$ cat config.mk
export PLATFORM = sky130hd
export DESIGN_NAME = base64_decoder
export DESIGN_NICKNAME = d
export VERILOG_FILES = /design/src/sv/b64d_pkg.sv /design/src/sv/b64d_skid.sv /design/src/sv/b64d_core.sv /design/src/sv/b64d_outq.sv /design/src/sv/base64_decoder.sv
export VERILOG_INCLUDE_DIRS = /design/src /design/src/sv
export SDC_FILE = /design/constraint.sdc
export NUM_CORES = 1
export LEC_CHECK = 0
export ABC_AREA = 1
export CORE_MARGIN = 1
export CORE_UTILIZATION = 40
export DETAILED_ROUTE_END_ITERATION = 12
export DONT_BUFFER_PORTS = 1
export SLEW_MARGIN = 25
export SYNTH_ARGS = -nofsm -noshare
export SYNTH_HDL_FRONTEND = slang
export SYNTH_SLANG_ARGS = --single-unit
$ cat constraint.sdc
create_clock -name i_clk -period 5.3 [get_ports i_clk]
set_input_delay 0.265 -clock i_clk [delete_from_list [all_inputs] [get_ports i_clk]]
set_output_delay 0.265 -clock i_clk [all_outputs]
set_load 0.02 [all_outputs]
$ cat src/sv/base64_decoder_assert.svh
// Assertion macros shared by the base64 decoder modules.
`ifndef BASE64_DECODER_ASSERT_SVH
`define BASE64_DECODER_ASSERT_SVH

// Same-cycle implication, checked outside of reset.
`define B64D_ASSERT_IMP(label, ante, cons, msg) \
    label: assert property (@(posedge i_clk) disable iff (!i_rst_n) (ante) |-> (cons)) \
        else $error(msg);

// Next-cycle implication, checked outside of reset.
`define B64D_ASSERT_NXT(label, ante, cons, msg) \
    label: assert property (@(posedge i_clk) disable iff (!i_rst_n) (ante) |=> (cons)) \
        else $error(msg);

`endif

$ cat src/sv/b64d_pkg.sv
// Types, constants and the alphabet lookup for the base64 decoder.
`default_nettype none

package b64d_pkg;

    localparam int LENGTH_BITS_DEF = 16;
    localparam int LEN_OUT_W       = 16;
    localparam int BYTE_W          = 8;
    localparam int GROUP_W         = 24;

    localparam logic [BYTE_W-1:0] CHAR_EQ    = 8'h3D;
    localparam logic [BYTE_W-1:0] CHAR_PLUS  = 8'h2B;
    localparam logic [BYTE_W-1:0] CHAR_SLASH = 8'h2F;
    localparam logic [BYTE_W-1:0] CHAR_UP_A  = 8'h41;
    localparam logic [BYTE_W-1:0] CHAR_UP_Z  = 8'h5A;
    localparam logic [BYTE_W-1:0] CHAR_LO_A  = 8'h61;
    localparam logic [BYTE_W-1:0] CHAR_LO_Z  = 8'h7A;
    localparam logic [BYTE_W-1:0] CHAR_D0    = 8'h30;
    localparam logic [BYTE_W-1:0] CHAR_D9    = 8'h39;
    localparam logic [BYTE_W-1:0] BYTE_MASK  = 8'hFF;

    localparam logic [1:0] SLOT_FIRST = 2'd0;
    localparam logic [1:0] SLOT_LAST  = 2'd3;

    typedef struct packed {
        logic [BYTE_W-1:0] text_char;
        logic              final_char;
    } t_char;

    // Results caused by one character: three bytes, one status result, or both.
    typedef struct packed {
        logic                 has_bytes;
        logic [GROUP_W-1:0]   bytes;
        logic                 done;
        logic                 err;
        logic [LEN_OUT_W-1:0] len;
    } t_bundle;

    // {ok, six-bit value}
    function automatic logic [6:0] sextet(input logic [BYTE_W-1:0] ch);
        logic [6:0] r;
        r = 7'd0;
        if (ch >= CHAR_UP_A && ch <= CHAR_UP_Z) begin
            r = {1'b1, 6'(ch - CHAR_UP_A)};
        end else if (ch >= CHAR_LO_A && ch <= CHAR_LO_Z) begin
            r = {1'b1, 6'((ch - CHAR_LO_A) + 8'd26)};
        end else if (ch >= CHAR_D0 && ch <= CHAR_D9) begin
            r = {1'b1, 6'((ch - CHAR_D0) + 8'd52)};
        end else if (ch == CHAR_PLUS) begin
            r = {1'b1, 6'd62};
        end else if (ch == CHAR_SLASH) begin
            r = {1'b1, 6'd63};
        end
        return r;
    endfunction

endpackage

`default_nettype wire

$ cat src/sv/b64d_skid.sv
// Two-entry input skid buffer; ready toward the sender is registered.
`default_nettype none

module b64d_skid (
    input  wire logic            i_clk,
    input  wire logic            i_rst_n,
    input  wire logic            i_valid,
    output logic                 o_ready,
    input  wire b64d_pkg::t_char i_data,
    output logic                 o_valid,
    output b64d_pkg::t_char      o_data,
    input  wire logic            i_pop
);

    logic            r_main_valid;
    logic            r_skid_valid;
    b64d_pkg::t_char r_main_data;
    b64d_pkg::t_char r_skid_data;
    logic            acc;
    logic            main_free;

    assign o_ready   = !r_skid_valid;
    assign acc       = i_valid && !r_skid_valid;
    assign main_free = !r_main_valid || i_pop;
    assign o_valid   = r_main_valid;
    assign o_data    = r_main_data;

    always_ff @(posedge i_clk) begin
        if (!i_rst_n) begin
            r_main_valid <= 1'b0;
            r_skid_valid <= 1'b0;
        end else if (main_free) begin
            if (r_skid_valid) begin
                r_main_valid <= 1'b1;
                r_skid_valid <= 1'b0;
            end else begin
                r_main_valid <= acc;
            end
        end else if (acc) begin
            r_skid_valid <= 1'b1;
        end
    end

    always_ff @(posedge i_clk) begin
        if (main_free) begin
            r_main_data <= r_skid_valid ? r_skid_data : i_data;
        end else if (acc) begin
            r_skid_data <= i_data;
        end
    end

endmodule

`default_nettype wire

$ cat src/sv/b64d_core.sv
// Group assembly, padding and length counters; one character per cycle unless one with results waits for output room.
`default_nettype none

`include "base64_decoder_assert.svh"

module b64d_core #(
    parameter int LENGTH_BITS = b64d_pkg::LENGTH_BITS_DEF
) (
    input  wire logic            i_clk,
    input  wire logic            i_rst_n,
    input  wire logic            i_valid,
    input  wire b64d_pkg::t_char i_data,
    output logic                 o_pop,
    input  wire logic            i_free,
    output logic                 o_push,
    output b64d_pkg::t_bundle    o_bundle
);

    localparam int GW = b64d_pkg::GROUP_W;
    localparam int LW = b64d_pkg::LEN_OUT_W;
    localparam int DW = (LENGTH_BITS > LW) ? LENGTH_BITS : LW;

    logic [GW-1:0]          r_group, n_group;
    logic [1:0]             r_slot, n_slot;
    logic [LENGTH_BITS-1:0] r_pad, n_pad;
    logic [LENGTH_BITS-1:0] r_bytes, n_bytes;
    logic                   r_err, n_err;

    logic [7:0]             ch;
    logic                   last;
    logic [6:0]             sx;
    logic                   is_pad;
    logic                   ch_ok;
    logic [5:0]             bits;
    logic [GW-1:0]          g;
    logic                   complete;
    logic                   err_fin;
    logic                   produces;
    logic                   advance;
    logic [LENGTH_BITS:0]   pad_sum;
    logic [LENGTH_BITS:0]   byte_sum;
    logic [LENGTH_BITS-1:0] pad_inc;
    logic [LENGTH_BITS-1:0] bytes_inc;
    logic [LENGTH_BITS-1:0] diff;
    logic [DW-1:0]          diff_ext;

    assign ch   = i_data.text_char;
    assign last = i_data.final_char;

    assign pad_sum   = {1'b0, r_pad} + (LENGTH_BITS+1)'(1);
    assign byte_sum  = {1'b0, r_bytes} + (LENGTH_BITS+1)'(3);
    assign pad_inc   = pad_sum[LENGTH_BITS] ? '1 : pad_sum[LENGTH_BITS-1:0];
    assign bytes_inc = byte_sum[LENGTH_BITS] ? '1 : byte_sum[LENGTH_BITS-1:0];

    always_comb begin
        sx     = b64d_pkg::sextet(ch);
        is_pad = (ch == b64d_pkg::CHAR_EQ);
        ch_ok  = is_pad || sx[6];
        bits   = is_pad ? 6'd0 : sx[5:0];

        case (r_slot)
            2'd0:    g = r_group | {bits, 18'd0};
            2'd1:    g = r_group | {6'd0, bits, 12'd0};
            2'd2:    g = r_group | {12'd0, bits, 6'd0};
            default: g = r_group | {18'd0, bits};
        endcase

        n_group  = r_group;
        n_slot   = r_slot;
        n_pad    = r_pad;
        n_bytes  = r_bytes;
        n_err    = r_err;
        complete = 1'b0;

        if (!r_err) begin
            if (is_pad) begin
                n_pad = pad_inc;
            end
            if (!ch_ok) begin
                n_err   = 1'b1;
                n_group = '0;
                n_slot  = b64d_pkg::SLOT_FIRST;
            end else if (r_slot == b64d_pkg::SLOT_LAST) begin
                complete = 1'b1;
                n_bytes  = bytes_inc;
                n_group  = '0;
                n_slot   = b64d_pkg::SLOT_FIRST;
            end else begin
                n_group = g;
                n_slot  = r_slot + 2'd1;
            end
        end

        // a string that stops partway through a group is also an error
        err_fin  = n_err || (n_slot != b64d_pkg::SLOT_FIRST);
        diff     = (n_bytes > n_pad) ? (n_bytes - n_pad) : '0;
        diff_ext = DW'(diff);

        o_bundle.has_bytes = complete;
        o_bundle.bytes     = g;
        o_bundle.done      = last;
        o_bundle.err       = last && err_fin;
        o_bundle.len       = (last && !err_fin) ? diff_ext[LW-1:0] : '0;

        produces = complete || last;

        if (last) begin
            n_group = '0;
            n_slot  = b64d_pkg::SLOT_FIRST;
            n_pad   = '0;
            n_bytes = '0;
            n_err   = 1'b0;
        end
    end

    // only characters that emit results wait for room at the output
    assign advance = i_valid && (!produces || i_free);
    assign o_pop   = advance;
    assign o_push  = advance && produces;

    always_ff @(posedge i_clk) begin
        if (!i_rst_n) begin
            r_group <= '0;
            r_slot  <= b64d_pkg::SLOT_FIRST;
            r_pad   <= '0;
            r_bytes <= '0;
            r_err   <= 1'b0;
        end else if (advance) begin
            r_group <= n_group;
            r_slot  <= n_slot;
            r_pad   <= n_pad;
            r_bytes <= n_bytes;
            r_err   <= n_err;
        end
    end

    `B64D_ASSERT_IMP(a_err_group_clear, r_err, (r_group == '0) && (r_slot == 2'd0), "group not clear after error")
    `B64D_ASSERT_IMP(a_slot1_low_clear, r_slot == 2'd1, r_group[17:0] == '0, "bits below slot set")
    `B64D_ASSERT_NXT(a_final_resets, advance && last, (r_slot == 2'd0) && !r_err && (r_bytes == '0), "state not reset after final")

endmodule

`default_nettype wire

$ cat src/sv/b64d_outq.sv
// Result register: holds one bundle and hands out its results one per cycle while the receiver is ready.
`default_nettype none

`include "base64_decoder_assert.svh"

module b64d_outq (
    input  wire logic              i_clk,
    input  wire logic              i_rst_n,
    input  wire logic              i_push,
    input  wire b64d_pkg::t_bundle i_bundle,
    output logic                   o_free,
    output logic                   o_valid,
    input  wire logic              i_ready,
    output logic [7:0]             o_data_byte,
    output logic                   o_byte_valid,
    output logic                   o_run_end,
    output logic                   o_string_done,
    output logic                   o_decode_error,
    output logic [15:0]            o_decoded_length
);

    logic              r_valid;
    logic [1:0]        r_idx;
    b64d_pkg::t_bundle r_bund;
    logic              last_res;
    logic              pop;

    assign last_res = !r_bund.has_bytes || (r_idx == 2'd2);
    assign pop      = r_valid && i_ready;
    assign o_free   = !r_valid || (pop && last_res);
    assign o_valid  = r_valid;

    always_comb begin
        case (r_idx)
            2'd0:    o_data_byte = r_bund.bytes[23:16];
            2'd1:    o_data_byte = r_bund.bytes[15:8];
            default: o_data_byte = r_bund.bytes[7:0];
        endcase
        if (!r_bund.has_bytes) begin
            o_data_byte = '0;
        end
    end

    assign o_byte_valid     = r_bund.has_bytes;
    assign o_run_end        = last_res;
    assign o_string_done    = r_bund.done && last_res;
    assign o_decode_error   = r_bund.err && last_res;
    assign o_decoded_length = last_res ? r_bund.len : '0;

    always_ff @(posedge i_clk) begin
        if (!i_rst_n) begin
            r_valid <= 1'b0;
            r_idx   <= 2'd0;
        end else if (o_free && i_push) begin
            r_valid <= 1'b1;
            r_idx   <= 2'd0;
        end else if (pop && last_res) begin
            r_valid <= 1'b0;
        end else if (pop) begin
            r_idx <= r_idx + 2'd1;
        end
    end

    always_ff @(posedge i_clk) begin
        if (o_free && i_push) begin
            r_bund <= i_bundle;
        end
    end

    `B64D_ASSERT_IMP(a_idx_range, r_valid, r_idx != 2'd3, "result index out of range")
    `B64D_ASSERT_IMP(a_status_single, r_valid && !r_bund.has_bytes, r_idx == 2'd0, "status result not first")
    `B64D_ASSERT_NXT(a_bundle_holds, pop && !last_res, r_valid && (r_idx == $past(r_idx) + 2'd1), "bundle dropped early")

endmodule

`default_nettype wire

$ cat src/sv/base64_decoder.sv
// Base64 decoder top level: input skid buffer, decode core, result register.
//
// Input stream: one ASCII character per transfer on i_s_axis_tdata, with
// i_s_axis_tlast marking the final character of a string. Output stream: one
// result per transfer; tdata carries the decoded byte and the end-of-string
// status, tuser says whether a byte is present, tlast ends the results of
// one character. Each fourth character of a group yields three byte results;
// the final character yields the string status (length or error), riding on
// the third byte when it completes a clean group.
// A character passes through the skid buffer's registers and then the result
// register before its first result is offered. Throughput: one character per
// cycle while the receiver keeps up, set by the single decode stage between the
// skid buffer and the result register; the output side moves one result per
// cycle while the receiver is ready, so a 4-character group's bytes go out in turn.
// Reset (synchronous, active low) empties both buffers and clears the group,
// padding and byte counters and the error flag. When the receiver stalls, the
// result register holds; characters that emit no results still pass, and once a
// character needing output is blocked the skid buffer fills and o_s_axis_tready drops.
`default_nettype none

module base64_decoder #(
    parameter int LENGTH_BITS = b64d_pkg::LENGTH_BITS_DEF
) (
    input  wire logic        i_clk,
    input  wire logic        i_rst_n,
    input  wire logic        i_s_axis_tvalid,
    output logic             o_s_axis_tready,
    input  wire logic [7:0]  i_s_axis_tdata,   // [7:0] text_char
    input  wire logic        i_s_axis_tlast,   // final_char
    output logic             o_m_axis_tvalid,
    input  wire logic        i_m_axis_tready,
    output logic [31:0]      o_m_axis_tdata,   // [7:0] data_byte, [8] string_done,
                                               // [9] decode_error, [25:10] decoded_length
    output logic             o_m_axis_tuser,   // byte_valid
    output logic             o_m_axis_tlast    // run_end
);

    b64d_pkg::t_char   in_char;
    b64d_pkg::t_char   core_char;
    b64d_pkg::t_bundle bundle;
    logic              core_valid;
    logic              core_pop;
    logic              q_free;
    logic              q_push;
    logic [7:0]        data_byte;
    logic              string_done;
    logic              decode_error;
    logic [15:0]       decoded_length;

    assign in_char.text_char  = i_s_axis_tdata;
    assign in_char.final_char = i_s_axis_tlast;

    b64d_skid u_skid (
        .i_clk   (i_clk),
        .i_rst_n (i_rst_n),
        .i_valid (i_s_axis_tvalid),
        .o_ready (o_s_axis_tready),
        .i_data  (in_char),
        .o_valid (core_valid),
        .o_data  (core_char),
        .i_pop   (core_pop)
    );

    b64d_core #(
        .LENGTH_BITS (LENGTH_BITS)
    ) u_core (
        .i_clk    (i_clk),
        .i_rst_n  (i_rst_n),
        .i_valid  (core_valid),
        .i_data   (core_char),
        .o_pop    (core_pop),
        .i_free   (q_free),
        .o_push   (q_push),
        .o_bundle (bundle)
    );

    b64d_outq u_outq (
        .i_clk            (i_clk),
        .i_rst_n          (i_rst_n),
        .i_push           (q_push),
        .i_bundle         (bundle),
        .o_free           (q_free),
        .o_valid          (o_m_axis_tvalid),
        .i_ready          (i_m_axis_tready),
        .o_data_byte      (data_byte),
        .o_byte_valid     (o_m_axis_tuser),
        .o_run_end        (o_m_axis_tlast),
        .o_string_done    (string_done),
        .o_decode_error   (decode_error),
        .o_decoded_length (decoded_length)
    );

    assign o_m_axis_tdata = {6'd0, decoded_length, decode_error, string_done, data_byte};

endmodule

`default_nettype wire
* After elaboration in Yosys (flattened, before gate mapping)
Index checks and enable logic that the tools add are counted.
** Word-level totals
- Logic and storage cells :: 124
- Memories :: 0
- Memory bits (read-only) :: 0
- Output and inout port bits :: 36
- RAM bits :: 0
- Flip-flop bits (word level) :: 125
- Bits in latches :: 0
- Bits of input ports :: 13
** Cells by class
- Add/subtract/negate cells :: 10
- Reductions and logical operators :: 36
- Bitwise operators :: 7
- Shifts and indexed selects :: 0
- Multiply operators :: 0
- Equal/unequal tests :: 9
- $lt $le $gt $ge :: 7
- Div/mod/pow operators :: 0
- Mux-type cells :: 37
** Operators with widths (count)
- $mux W16 :: 10
- $mux W24 :: 4
- $pmux W24 S3 :: 1
- $mux W7 :: 5
- $eq A8 B6 Y1 const B :: 3
- $or A24 B12 Y24 :: 1
- $or A24 B18 Y24 :: 1
- $or A24 B24 Y24 :: 1
- $or A24 B6 Y24 :: 1
- $add A16 B1 Y17 const B :: 1
- $add A16 B2 Y17 const B :: 1
- $ge A8 B7 Y1 const B :: 2
- $gt A16 B16 Y1 :: 1
- $le A8 B7 Y1 const B :: 2
- $pmux W8 S2 :: 1
- $sub A16 B16 Y16 :: 1
- $logic_and A1 B1 Y1 :: 13
- $sub A6 B6 Y6 const B :: 2
- $mux W1 :: 9
- $mux W9 :: 1
- $ge A8 B6 Y1 const B :: 1
- $le A8 B6 Y1 const B :: 1
- $mux W2 :: 4
- $mux W8 :: 1
- other kinds (15) :: 38

* Longest topological paths before layout
Gate-level depths: netlist of the first run.
- Depth after elaboration :: 16
- Gate-level depth with buffers :: 28

* Hierarchy
A second synthesis of the first run with hierarchy kept.
** Unflattened totals
- Cells, all modules :: 1225
- Area, all modules :: 8425.6 sq um
** Modules (own cells, without submodules)
- b64d_core :: times used 1, area an instance 5783.0 sq um, cells each 1006
- b64d_outq :: times used 1, area an instance 1834.3 sq um, cells each 151
- b64d_skid :: times used 1, area an instance 744.5 sq um, cells each 59
- base64_decoder :: times used 1, area an instance 63.8 sq um, cells each 9

* Worst setup path before layout of the first run
No wires, ideal clock.
- Path kind :: register to register
- Start point :: register u_skid.r_main_data (netlist bit u_skid.o_data[3])
- End point :: register u_outq.r_bund (netlist bit u_outq.o_byte_valid) (enable)
- Data arrival time :: 3503 ps
- Clock period less this slack :: 3947 ps
- Required time :: 4857 ps
- Slack :: 1353 ps
- Buffers on the path :: 0
- Library setup time :: 443 ps
- Stages on the path, launching flop included :: 14
- Cell sequence :: edfxtp_1 > inv_1 > ha_1 > nand2_1 > nand2_1 > nand2_1 > nand2_1 > nand2_1 > nand2_1 > nand3_4 > nand3_4 > nand2_4 > nand2_1 > nor2_1
** On the way
- Word-level cells in the longest chain between the ends :: 15
- Elaborated cells between the ends (all ways) :: 26
- Those cells by class :: order compare (6); eq/ne (3); mux (7); reduce/logical (10)
** RTL lines
- start: declaration :: RTL line b64d_skid.sv:17 : b64d_pkg::t_char r_main_data;
- start signal: assignment :: RTL line b64d_skid.sv:46 : r_main_data <= r_skid_valid ? r_skid_data : i_data;
- branches (longest 6 deep; another with $ge A8 B6 Y1)
- $logic_or A1 B1 Y1 * :: RTL line b64d_core.sv:58 : ch_ok = is_pad || sx[6];
- $mux W1 * :: RTL line b64d_core.sv:79 : if (!ch_ok) begin
- $mux W1 * :: RTL line b64d_core.sv:75 : if (!r_err) begin
- $logic_or A1 B1 Y1 * :: RTL line b64d_core.sv:105 : produces = complete || last;
- $logic_not A1 Y1 :: RTL line b64d_core.sv:117 : assign advance = i_valid && (!produces || i_free);
- $logic_or A1 B1 Y1 :: RTL line b64d_core.sv:117
- $logic_and A1 B1 Y1 :: RTL line b64d_core.sv:117
- $logic_and A1 B1 Y1 * :: RTL line b64d_core.sv:119 : assign o_push = advance && produces;
- $logic_and A1 B1 Y1 * :: RTL line b64d_outq.sv:65 : if (o_free && i_push) begin
- end signal: assignment :: RTL line b64d_outq.sv:66 : r_bund <= i_bundle;
- end: declaration :: RTL line b64d_outq.sv:24 : b64d_pkg::t_bundle r_bund;
Every way passes the cells marked *.
A chain may end at the register's enable or synchronous reset.

* Worst setup path after layout of the first run
- Start point :: register u_skid.r_main_data (netlist bit u_skid.o_data[1])
- End point :: register u_outq.r_bund[2] (netlist name) (data pin)
** On the way
- Word-level cells in the longest chain between the ends :: 14
- Elaborated cells between the ends (all ways) :: 33
- Those cells by class :: add/sub (1); order compare (7); eq/ne (3); mux (13); reduce/logical (9)
** RTL lines
- branches (longest 14 deep; another with $gt A16 B16 Y1)
Parallel ways; which one is timed is not known.

==> run metrics, run 1 <==
status=completed; wl on met1=9690 µm; htree depth=4; RR Endpoint=u_outq.r_bund[2]$_SDFFCE_PN0P_; Residual DRC=0; RSZ-0062 raised after global routing=no; sequential element share of the synthesized area=38.7%; total power=0.00256 W; initial antenna violation count=0; Post-DP Area=8200 µm²; Hold Slack=0.0139 ns; CTS tree=done; Clock Pin Slew Worst Setup and Hold Paths=0.06 ns; CP Class=reg -> reg; Post-synth EDFFs=61; f_max=roughly 220 MHz; R2R setup slack=0.79 ns; crit path to=u_outq.r_bund[2]$_SDFFCE_PN0P_; worst endpoint required time=between 5 and 6 ns; Syn. warnings=0; port buffer count=0; CTS max path bufs=2; GRT Util Overall=19.4%; worst-margin pin slew=0.716 ns; # hold bufs at CTS=10; reg2reg path depth=25; vias per cell=4.94; clk_skew=0.0151 ns; Sink Count=125; Startpoint Class=flop; met3 wire length=1050 µm; setup tns final=0 ns; total gr overflow=0; clock latency on the worst-skew pair=0.43 ns; Ports=49; share of the synthesized area in the top cell type=about 23%; Top FF cell, synth=dfxtp_1; #FFs+latches synth=between 100 and 150; cts bufs inserted=17; Via Count=6990; Die Y=about 140 µm; Starting Density=41.0%; Row Count=51; Syn Area/Cell=7.03 µm²; Worst setup EP type=flop; routed wl met2=roughly 8000 µm; DR WL/cell=13.5 µm; final antenna-violating net count=0; Nets=approximately 1200; Critical Path Start=u_skid.o_data[1]$_DFFE_PP_; Hold Vio Cnt, Final=0; Post-Syn Area=8040 µm²; first-pass GRT wire length=31100 µm; vias in the first global route=6300; Async SR Flop Fraction=0%; routability cong.=0.915; Slew Limit Fails=0; final WL=19100 µm; post-route cell area=8870 µm²; VDD IR max=216 µV; die width=144 µm; Highest Signal Layer=met4; setup repair bufs after CTS=0; DR iter-0 viols=608; cts repair resizes=0; Critical Path AT=4.77 ns; Die Area=20700 µm²; final number of setup-violating endpoints=0; Core Area=19600 µm²; largest net degree at the start of global routing=56; Reg-to-Reg Start=u_skid.o_data[1]$_DFFE_PP_; min-delay worst type=in -> reg; LEAKAGE=3.86 nW; maxcap violations=0; relative slew slack=a little over half; router iterations before antenna repair=5; # diodes=0; distinct cell type count after synthesis=47; Cells after Synth=around 1100; Area Growth Syn to Fin=10.3%; Post-DP HPWL=between 10000 and 15000 µm; Power Density=289 nW/µm²; top post-synthesis cells by area=edfxtp_1 (23%), dfxtp_1 (16%), nand2_1 (14%); share of post-route cells with drive strength above 1=6.17%; Critical Path Fanout Max=16; largest area contributor in the synthesized netlist=edfxtp_1; final period utilization=between 80% and 90%; minimum clock period=4.51 ns; Root Buffer=clkbuf_16
[per-layer routing]
| layer | track usage (%) | up-vias |
|---|---|---|
| met2 | 29.3 | 198 |
| met1 | 27.5 | 3138 |
| met5 | 0 | - |
| li1 | - | 3626 |
| met4 | 6.94 | 0 |
| met3 | 3.47 | 28 |
[cell usage after synthesis (6+ instances only)]
master    instances
a21oi_1          67
a31oi_1          14
buf_2             7
buf_4            12
clkbuf_1         18
dfxtp_1          64
edfxtp_1         61
ha_1             34
inv_1           175
inv_2             6
nand2_1         310
nand3_1          71
nand4_1          16
nor2_1          138
nor3_1           14
o21ai_0          51
or2_2             7
xor2_1           17
[logic make-up (layout without fill, tap and decap cells)]
kind of cell	after synthesis	count (layout)	synth area share, %
compound gates	153	153	10.4
flops	125	125	38.7
other cells	1	6	0.0467
buf+inv	225	228	11.6
fa+ha+maj	35	35	5.54
simple gates	582	582	31.3
xor+xnor	22	22	2.40
[registers in the layout, summed over array words and instances (netlist names)]
signal and flops:
u_core.r_bytes 16, u_core.r_err 1, u_core.r_group 24, u_core.r_pad 16, u_core.r_slot 2, u_outq.o_byte_valid 1
u_outq.o_valid 1, u_outq.r_bund 42, u_outq.r_idx 2, u_skid.o_data 9, u_skid.o_valid 1, u_skid.r_skid_data 9
u_skid.r_skid_valid 1
[through the flow]
stage	worst slack, ns	util (%)	std cells
2_1_floorplan	1.35	-	1148
3_3_place_gp	0.838	41.7	1373
3_5_place_dp	0.811	41.8	1374
4_1_cts	0.802	45.3	1416
5_1_grt	0.291	45.3	1416
6_report	0.794	45.3	1416
[critical path, cell delays in order, from the launching register on]
cell	delay, ns
edfxtp_1	0.52
inv_1	0.16
ha_1	0.26
inv_1	0.08
nand2_1	0.07
nand2_1	0.08
nand3_1	0.07
nand3_1	0.13
nand2_1	0.24
nand3_4	0.21
nand3_4	0.13
inv_1	0.17
nand2_1	0.07
nand2_1	0.08
inv_1	0.05
ha_1	0.21
fa_1	0.40
inv_1	0.07
nand3_1	0.06
nand2_1	0.14
nand4_1	0.11
nand3_1	0.16
nand2_1	0.07
a31oi_1	0.16
nand4_2	0.39
a21oi_1	0.27
[worst min path at each step]
stage                 startpoint                         endpoint  slack [ns]  cells after the start
2_1_floorplan     i_s_axis_tlast  u_skid.r_skid_data[0]$_DFFE_PP_        0.36                      0
3_3_place_gp   i_s_axis_tdata[0]  u_skid.r_skid_data[1]$_DFFE_PP_        0.36                      0
3_5_place_dp   i_s_axis_tdata[1]  u_skid.r_skid_data[2]$_DFFE_PP_        0.36                      0
4_1_cts        i_s_axis_tdata[5]       u_skid.o_data[6]$_DFFE_PP_       0.006                      2
5_1_grt        i_s_axis_tdata[7]       u_skid.o_data[8]$_DFFE_PP_        0.02                      2
6_report                 i_rst_n     u_outq.r_idx[0]$_SDFFE_PP0P_        0.01                      2
[cell type report]
cell class / count / area, µm²
clock inverters: 15 / 145
flip-flops and latches: 125 / 3110
clock buffers: 17 / 425
inverters: 182 / 683
fillers: 1979 / 10700
well taps: 265 / 332
multi-input cells: 798 / 4020
repair buffers: 14 / 150
[report_power, final]
group	switching [W]	internal (W)	leakage, nW
clock	0.000517	0.000625	0.275
sequential	0.0000186	0.00103	1.10
combinational	0.000250	0.000116	2.49
total	0.000786	0.00178	3.86
[layout by cell type (no fill, tap or decap), types with 4 or more instances in the layout]
cell type / Yosys / layout
ha_1: 34 / 34
o21ai_0: 51 / 51
nand3_1: 71 / 71
or2_2: 7 / 7
nor3_1: 14 / 13
xor2_1: 17 / 17
nor2_1: 138 / 137
inv_8: 0 / 7
dfxtp_1: 64 / 64
xnor2_1: 5 / 5
inv_6: 0 / 4
conb_1: 1 / 6
a31oi_1: 14 / 14
clkbuf_16: 0 / 17
nor4_1: 4 / 4
nand2_4: 4 / 4
dlygate4sd3_1: 0 / 10
a21oi_1: 67 / 67
o21a_1: 5 / 5
a21boi_0: 5 / 5
edfxtp_1: 61 / 61
nand2_1: 310 / 310
nand4_1: 16 / 16
inv_1: 175 / 174
inv_2: 6 / 6
No activity file was read; power rests on OpenSTA's default activity.
==> inputs of run 2 (changes only) <==
--- a/config.mk
+++ b/config.mk
@@ -14,4 +14,5 @@
 export SLEW_MARGIN = 25
 export SYNTH_ARGS = -nofsm -noshare
 export SYNTH_HDL_FRONTEND = slang
+export SYNTH_HIERARCHICAL = 1
 export SYNTH_SLANG_ARGS = --single-unit
==> run 2 against run 1 <==
Against the previous run: worst hold slack improved by 0.0090 ns; non-clock buffer count rose by 7; largest power group unchanged; total power rose by 20%; setup slack got worse by 0.14 ns; synthesized area rose by 4.8%; utilization barely moved; critical endpoint is now u_outq/r_bund[5]$_DFFE_PP_.
==> run metrics, run 2 <==
status=completed; fin worst setup slack=0.651 ns; CP Class=reg -> reg; met1 Use GR=between 20% and 30%; routability cong.=between 0.8 and 0.9; final number of setup-violating endpoints=0; # hold bufs at CTS=11; Cells after Synth=approximately 1200; cts bufs inserted=17; leading cell type in the layout, fill and taps excluded=nand2_1; Via Count=7592; Biggest register=u_outq/r_bund; Startpoint Class=flop; CTS max path bufs=2; largest net degree at the start of global routing=59; minimum clock period=~4.6 ns; Largest register FFs=42; final antenna-violating net count=0; final WL=21800 µm; setup tns final=0 ns; Row Count=between 50 and 60; Post-synth top cells=nand2_1 (389), inv_1 (136), nor2_1 (131); commonest cells after routing, fill and taps aside=nand2_1 (389), inv_1 (135), nor2_1 (131); Critical Path AT=4.89 ns; DR iter-0 viols=around 580; biggest regs=u_outq/r_bund: 42 flops, u_core/r_group: 24 flops; Power Density=333 nW/µm²; Layout Cells excl Fill=1501; Async SR Flop Fraction=0%; worst-margin pin slew=just over 0.9 ns; Hold Vio Cnt, Final=0; final period utilization=around 90%; most common cell in the netlist=nand2_1; sequential element share of the synthesized area=36.9%; Fill cells=2139; largest area contributor in the synthesized netlist=edfxtp_1; #FFs+latches synth=around 130; Starting Density=41.2%; f_max=215 MHz; die width=147 µm; clock latency on the worst-skew pair=0.42 ns; LEAKAGE=roughly 3.8 nW; met3 GRT Util=3.11%; router iterations before antenna repair=7; Die Area=21600 µm²; initial antenna violation count=0; maxcap violations=0; share of post-route cells with drive strength above 1=6.17%; cts repair resizes=0; post-placement setup slack=around 0.7 ns; Worst setup EP type=flop; Die Y=~150 µm; # diodes=0; GRT Util Overall=20.5%; Post-Syn Area=8430 µm²; Post-synth EDFFs=61; setup repair bufs after CTS=0; CTS tree=done; Post-DP HPWL=about 16000 µm; worst endpoint required time=between 5 and 6 ns; Top FF cell, synth=dfxtp_1; min-delay worst type=in -> reg; Ports=49; clk_skew=0.0107 ns; Syn. warnings=6; vias in the first global route=~7000; distinct cell type count after synthesis=48; Slew Limit Fails=0; Area Growth Syn to Fin=9.74%; Root Buffer=clkbuf_16; Critical Path Fanout Max=16; total power=0.00308 W; Core Area=about 20000 µm²; relative slew slack=37.8%; RSZ-0062 raised after global routing=no; Sink Count=about 130; met2 usage=33.7%; share of the synthesized area in the top cell type=21.7%; top post-synthesis cells by area=edfxtp_1 (22%), nand2_1 (17%), dfxtp_1 (15%); gr busiest metal=met2; port buffer count=0; total gr overflow=0; VDD IR max=250 µV; first-pass GRT wire length=35400 µm; DR WL/cell=14.5 µm; Syn Area/Cell=around 6.9 µm²; vias per cell=approximately 5; htree depth=4; Nets=1266; placed instance count=1458; Residual DRC=0; Clock Pin Slew Worst Setup and Hold Paths=0.06 ns
[run 2: power breakdown]
part | switching [W] | total, W | leakage [nW] | internal [W]
Combinational | 0.000534 | 0.000773 | 2.44 | 0.000239
Clock | 0.000485 | 0.00119 | 0.289 | 0.000709
Sequential | 0.0000406 | 0.00112 | 1.10 | 0.00108
Total | 0.00106 | 0.00308 | 3.83 | 0.00202
[run 2: worst max-delay path, stage by stage, from the launching register on]
cell	delay, ns
edfxtp_1	0.48
inv_1	0.22
ha_1	0.31
nand2_1	0.07
nand3b_1	0.16
nand2_1	0.16
nand2_4	0.11
nand4_4	0.12
nand3_2	0.23
inv_2	0.21
nand2_1	0.06
nand2_1	0.08
inv_1	0.05
ha_1	0.21
fa_1	0.40
o21ai_0	0.37
a21oi_1	0.12
nand2_1	0.13
a21oi_1	0.12
o21ai_0	0.21
nand3_2	0.32
nor3b_1	0.31
[run 2: stage by stage]
stage	util (%)	area, µm²	hold WS, ns
6_report	45.3	9250	0.0229
5_1_grt	45.3	9250	0.00860
4_1_cts	45.3	9250	0.00217
3_5_place_dp	41.8	8540	0.364
3_3_place_gp	41.8	8540	0.364
2_1_floorplan	-	8440	0.364
[run 2: cells by family (layout without fill, tap and decap cells)]
family	Yosys count	after routing	share of synthesized area, %
other cells	1	6	0.0445
xor+xnor	22	22	2.29
fa+ha+maj	35	35	5.29
flops	125	125	36.9
compound gates	161	161	10.2
simple gates	683	683	34.9
buf+inv	198	199	10.3
[run 2: layout make-up]
class	instances	area [µm²]	share of cell area, %
multi-input combinational	907	4460	48.3
timing repair buffer	21	185	2.00
tap	270	338	3.65
sequential	125	3110	33.7
clock buffer	17	425	4.60
inverter	146	548	5.93
clock inverter	15	174	1.88
[run 2: per-layer routing]
layer | vias up | wire (µm)
met5 | - | 0
met4 | 0 | 371
met3 | 27 | 910
met2 | 175 | 10000
met1 | 3446 | 10500
li1 | 3944 | -
[run 2: final timing paths]
path                            depth (start not counted)                              end                            start  slack (ns)
worst max-delay path                                   21       u_outq/r_bund[5]$_DFFE_PP_       u_skid/o_data[3]$_DFFE_PP_        0.65
worst min-delay path                                    2       u_skid/o_data[8]$_DFFE_PP_                i_s_axis_tdata[7]        0.02
worst max register to register                         21       u_outq/r_bund[5]$_DFFE_PP_       u_skid/o_data[3]$_DFFE_PP_        0.65
worst min register to register                          2  u_core/r_group[11]$_SDFFE_PN0P_  u_core/r_group[11]$_SDFFE_PN0P_        0.46
